==> src/rtl/mmt_pkg.sv <==
// ----------------------------------------------------------------------------
// mmt_pkg
// Shared widths, limits and register codes of the int8 matmul tile.
// ----------------------------------------------------------------------------
package mmt_pkg;

  localparam int unsigned MaxRows     = 8;
  localparam int unsigned MaxCols     = 4;
  localparam int unsigned DefTileRows = 8;
  localparam int unsigned DefTileCols = 4;

  localparam int unsigned DataW   = 8;
  localparam int unsigned AccW    = 16;
  localparam int unsigned LenW    = 16;
  localparam int unsigned RowIdxW = 3;

  localparam int unsigned ApbDataW = 32;
  localparam int unsigned ApbAddrW = 3;

  // Register index, taken from paddr word bits
  typedef enum logic [0:0] {
    RegDotLength = 1'b0,
    RegNone      = 1'b1
  } mmt_reg_e;

  localparam logic [LenW-1:0] DotLengthRst = LenW'(1);

endpackage

==> src/rtl/mmt_cfg.sv <==
// ----------------------------------------------------------------------------
// mmt_cfg
// APB register file holding the reduction length of a tile.
// ----------------------------------------------------------------------------
module mmt_cfg (
  input  logic                           clk_i,
  input  logic                           rst_ni,
  input  logic                           psel,
  input  logic                           penable,
  input  logic                           pwrite,
  input  logic [mmt_pkg::ApbAddrW-1:0]   paddr,
  input  logic [mmt_pkg::ApbDataW-1:0]   pwdata,
  output logic [mmt_pkg::ApbDataW-1:0]   prdata,
  output logic                           pready,
  output logic [mmt_pkg::LenW-1:0]       dot_length_o
);

  logic [mmt_pkg::LenW-1:0] dot_length_q, dot_length_d;
  mmt_pkg::mmt_reg_e        reg_sel;
  logic                     wr_en;

  assign reg_sel = mmt_pkg::mmt_reg_e'(paddr[mmt_pkg::ApbAddrW-1]);
  assign wr_en   = psel && penable && pwrite;
  assign pready  = 1'b1;

  always_comb begin
    dot_length_d = dot_length_q;
    prdata       = '0;
    unique case (reg_sel)
      mmt_pkg::RegDotLength: begin
        prdata = mmt_pkg::ApbDataW'(dot_length_q);
        if (wr_en) begin
          dot_length_d = pwdata[mmt_pkg::LenW-1:0];
        end
      end
      default: begin
        prdata = '0;
      end
    endcase
  end

  always_ff @(posedge clk_i or negedge rst_ni) begin
    if (!rst_ni) begin
      dot_length_q <= mmt_pkg::DotLengthRst;
    end else begin
      dot_length_q <= dot_length_d;
    end
  end

  assign dot_length_o = dot_length_q;

endmodule

==> config.mk <==
export PLATFORM = sky130hd
export DESIGN_NAME = mmt_cfg
export DESIGN_NICKNAME = d
export VERILOG_FILES = /design/src/rtl/mmt_pkg.sv /design/src/rtl/mmt_cfg.sv
export SDC_FILE = /design/constraint.sdc
export NUM_CORES = 1
export LEC_CHECK = 0
export BUFFER_PORTS_ARGS = -buffer_cell sky130_fd_sc_hd__buf_4
export CAP_MARGIN = 20
export CORE_MARGIN = 5
export CORE_UTILIZATION = 35
export CTS_CLUSTER_SIZE = 20
export DETAILED_ROUTE_END_ITERATION = 6
export PLACE_DENSITY = 0.79
export SYNTH_ARGS = -nofsm -noshare
export SYNTH_HDL_FRONTEND = slang
export SYNTH_SLANG_ARGS = --single-unit
==> constraint.sdc <==
create_clock -name clk_i -period 1.1 [get_ports clk_i]
set_clock_uncertainty 0.2 [all_clocks]
set_input_delay 0.055 -clock clk_i [delete_from_list [all_inputs] [get_ports clk_i]]
set_output_delay 0.055 -clock clk_i [all_outputs]
set_load 0.01 [all_outputs]
# --- Yosys cells after proc, flatten, opt, wreduce, memory -nomap -nowiden ---
# Index checks and enable logic that the tools add are counted.
op_classes:
  muxes: 1
  bitwise: 1
  n_reduce_logical: 3
op_table:
  columns: ["operator", "n"]
  rows:
  - ["two-way mux 16 bit", 1]
  - ["logical AND 1 bit", 2]
  - ["AND reduction 2 bit", 1]
  - ["NOT 1 bit", 1]
totals:
  register_bits: 16
  in_bits: 40
  output_inout_bits: 49
  wordCells: 6

# --- Logic depth before layout (Yosys ltp) ---
logic_depth:
  depth_word: 3
  mapped_depth: 3

# --- Worst setup path after synthesis ---
# Ideal clock, no wire load.
synth_timing:
  kind: "input port to flip-flop"
  start: "in paddr[2] (netlist name)"
  end: "reg dot_length_q (netlist bit dot_length_o[1])"
  t_arrival_ns: 0.731
  required_time_ns: 0.775
  setup_slack_ns: 0.044
  path_stages: 3
  path_cell_list: "nand4b_4 buf_6 mux2_4"
synth_via:
  elab_chain_len: 2
synth_rtl:
  columns: ["element", "line", "text"]
  rows:
  - ["from (decl)", "mmt_cfg.sv:11", "input logic [mmt_pkg::ApbAddrW-1:0] paddr,"]
  - ["NOT 1 bit (no line)", null, null]
  - ["AND reduction 2 bit (no line)", null, null]
  - ["to (signal assigned)", "mmt_cfg.sv:44", "dot_length_q <= mmt_pkg::DotLengthRst;"]
  - ["to (signal assigned)", "mmt_cfg.sv:46", "dot_length_q <= dot_length_d;"]
  - ["to (decl)", "mmt_cfg.sv:18", "logic [mmt_pkg::LenW-1:0] dot_length_q, dot_length_d;"]
# No other way between the ends.
# A chain may end at the register's enable or synchronous reset.

# --- Final worst setup path ---
layout_timing:
  start: "reg dot_length_q (netlist bit dot_length_o[0])"
  end: "out prdata[0] (netlist name)"
layout_via:
  elab_chain_len: 1
layout_rtl:
  columns: ["element", "line", "text"]
  rows:
  - ["two-way mux 16 bit", "mmt_cfg.sv:29", "unique case (reg_sel)"]
  - ["to (decl)", "mmt_cfg.sv:13", "output logic [mmt_pkg::ApbDataW-1:0] prdata,"]
# No other way between the ends.

==> flow_metrics.tcl <==
set metrics [dict create \
    grt_pass1_vias 794 \
    setup_violations 34 \
    cts_buffers 3 \
    critPathLaunchType "flip-flop" \
    largest_reg_flops 16 \
    grt.overflow.total 0 \
    ys_seq_area_share_pct 44.58 \
    p_per_area_mw_per_mm2 1432 \
    period_share_pct 119.4 \
    clock-sinks 16 \
    report.final.slew_viol_count 0 \
    clockBufferDepth 2 \
    rsz0062_at_grt "true" \
    fp.dieH_um 60.74 \
    path_class "flip-flop to primary output" \
    synth_seq_cells 16 \
    final_cell_mix "buf_4, buf_6, conb_1, dlygate4sd3_1, dfrtp_1" \
    antenna_cells 0 \
    track_usage_pct 14.23 \
    ir_drop_uv 1111 \
    maxCapViolCount 0 \
    p_leak_nw 0.9645 \
    grt_max_degree 17 \
    core_mm2 0.002477 \
    holdWs_ps -6.696 \
    final_common_cell "buf_4" \
    io_pins 89 \
    num_rows 18 \
    status "finished, violations left" \
    dr.pass1.iters 3 \
    drc_errors 0 \
    period_minus_slack_ps 1314 \
    dpl.hpwl_um 1585 \
    drt_wl_total_um 2762 \
    worstPathRequired_ps 840 \
    clk_pin_slew_ps 100 \
    netlist-cell-type-count 11 \
    vias 788 \
    wl_per_cell_um 14.31 \
    max_freq_mhz 761.3 \
    root_buffer "clkbuf_4" \
    power_mw 2.566 \
    start_util_pct 36.36 \
    dieWidth_um 60.74 \
    fin_ws_ps -213.5 \
    place_ws_ps -52.21 \
    syn_area_um2 900.9 \
    yosysWarnings 0 \
    worstSkewPairLatency_ps 280 \
    area_delta_synth_final_pct 98.89 \
    cts_tree "built" \
    ctsHoldBuffers 17 \
    violations "negative hold slack, negative setup slack" \
    drive_gt1_share_pct 60.74 \
    io_buffers 53 \
    dieArea_mm2 0.003689 \
    grt_pass1_wl_um 3788 \
    postSynthAreaPerCell_um2 12.87 \
    hold_class "input pin to async pin" \
    finalHoldViolCount 7 \
    cp_max_fo 3 \
    antenna_found_initial 0 \
    synthCells 70 \
    avgViaCountPerCell 4.083 \
    cp-end-kind "primary output" \
    drtIter0Drc 14 \
    place_congestion 0.6066 \
    r2r_slack_ps -100 \
    htreeDepth 1 \
    cp_data_arrival_time_ps 1060 \
    ant_nets 0 \
    nets 204 \
]
## Yosys cell counts
| cell type | count | share of area (%) |
|---|---|---|
| dfstp_2 | 1 | 2.9 |
| buf_6 | 1 | 1.2 |
| clkbuf_1 | 1 | 0.42 |
| mux2_4 | 10 | 17 |
| mux2_2 | 6 | 7.5 |
| nand4b_4 | 1 | 2.6 |
| buf_4 | 17 | 14 |
| dfrtp_1 | 15 | 42 |
| and2b_1 | 6 | 5.0 |
| conb_1 | 2 | 0.83 |
| nor2b_1 | 10 | 6.9 |
## worst max-delay path, stage by stage, from the launching register on
cell and delay [ps]:
dfstp_2 550, and2b_1 120, buf_4 110
## area by class of cell
type,count,area [um2]
fillers,173,685.7
well taps,30,37.54
repair buffers,93,888.4
clock buffers,4,36.28
flip-flops and latches,16,401.6
multi-input cells,50,427.9
## power breakdown
| group | total, mW | leakage (nW) | internal (mW) | switching (mW) |
|---|---|---|---|---|
| Clock | 0.394 | 0.0210 | 0.201 | 0.192 |
| Combinational | 1.34 | 0.753 | 0.910 | 0.432 |
| Sequential | 0.831 | 0.191 | 0.724 | 0.107 |
## path summary, 6_finish.rpt
path,startpoint,to,cells after the start
setup / recovery,dot_length_o[0],prdata[0],2
hold / removal,rst_ni,dot_length_o[10],2
setup reg to reg,dot_length_o[2],dot_length_o[2],3
hold reg to reg,dot_length_o[14],dot_length_o[14],1
max in group asynchronous,rst_ni,dot_length_o[0],2
min in group clk_i,penable,dot_length_o[14],4
## through the flow
stage | hold WS (ps) | setup TNS [ps] | instance area, um2 | cells | utilization (%)
global placement | -276.0 | -416.5 | 1277 | 151 | 51.57
floorplan | -440.6 | 0 | 957.2 | 85 | -
global route | -10.42 | -4967 | 1792 | 193 | 72.32
finish | -6.696 | -3529 | 1792 | 193 | 72.32
detailed placement | -273.0 | -539.9 | 1277 | 151 | 51.57
CTS | -44.63 | -2939 | 1634 | 181 | 65.96
## routing by layer
layer	track usage, %	share of wire (%)
met5	0	0
met4	2.786	0
met3	3.617	11
met2	27.33	54
met1	15.68	35
## cells by family after synthesis
family / count (synthesis) / share of synthesized area [%]
buffers and inverters: 19 / 15.83
muxes: 16 / 24.17
other: 2 / 0.8336
DFF: 16 / 44.58
and+or+nand+nor: 17 / 14.58
## what timing repair did
action	in CTS	in global routing
setup buffers	9	12
resized for setup	22	18
endpoints found under the setup margin	30	39
endpoints found under the hold margin	32	15
(Power assumes the default switching activity.)
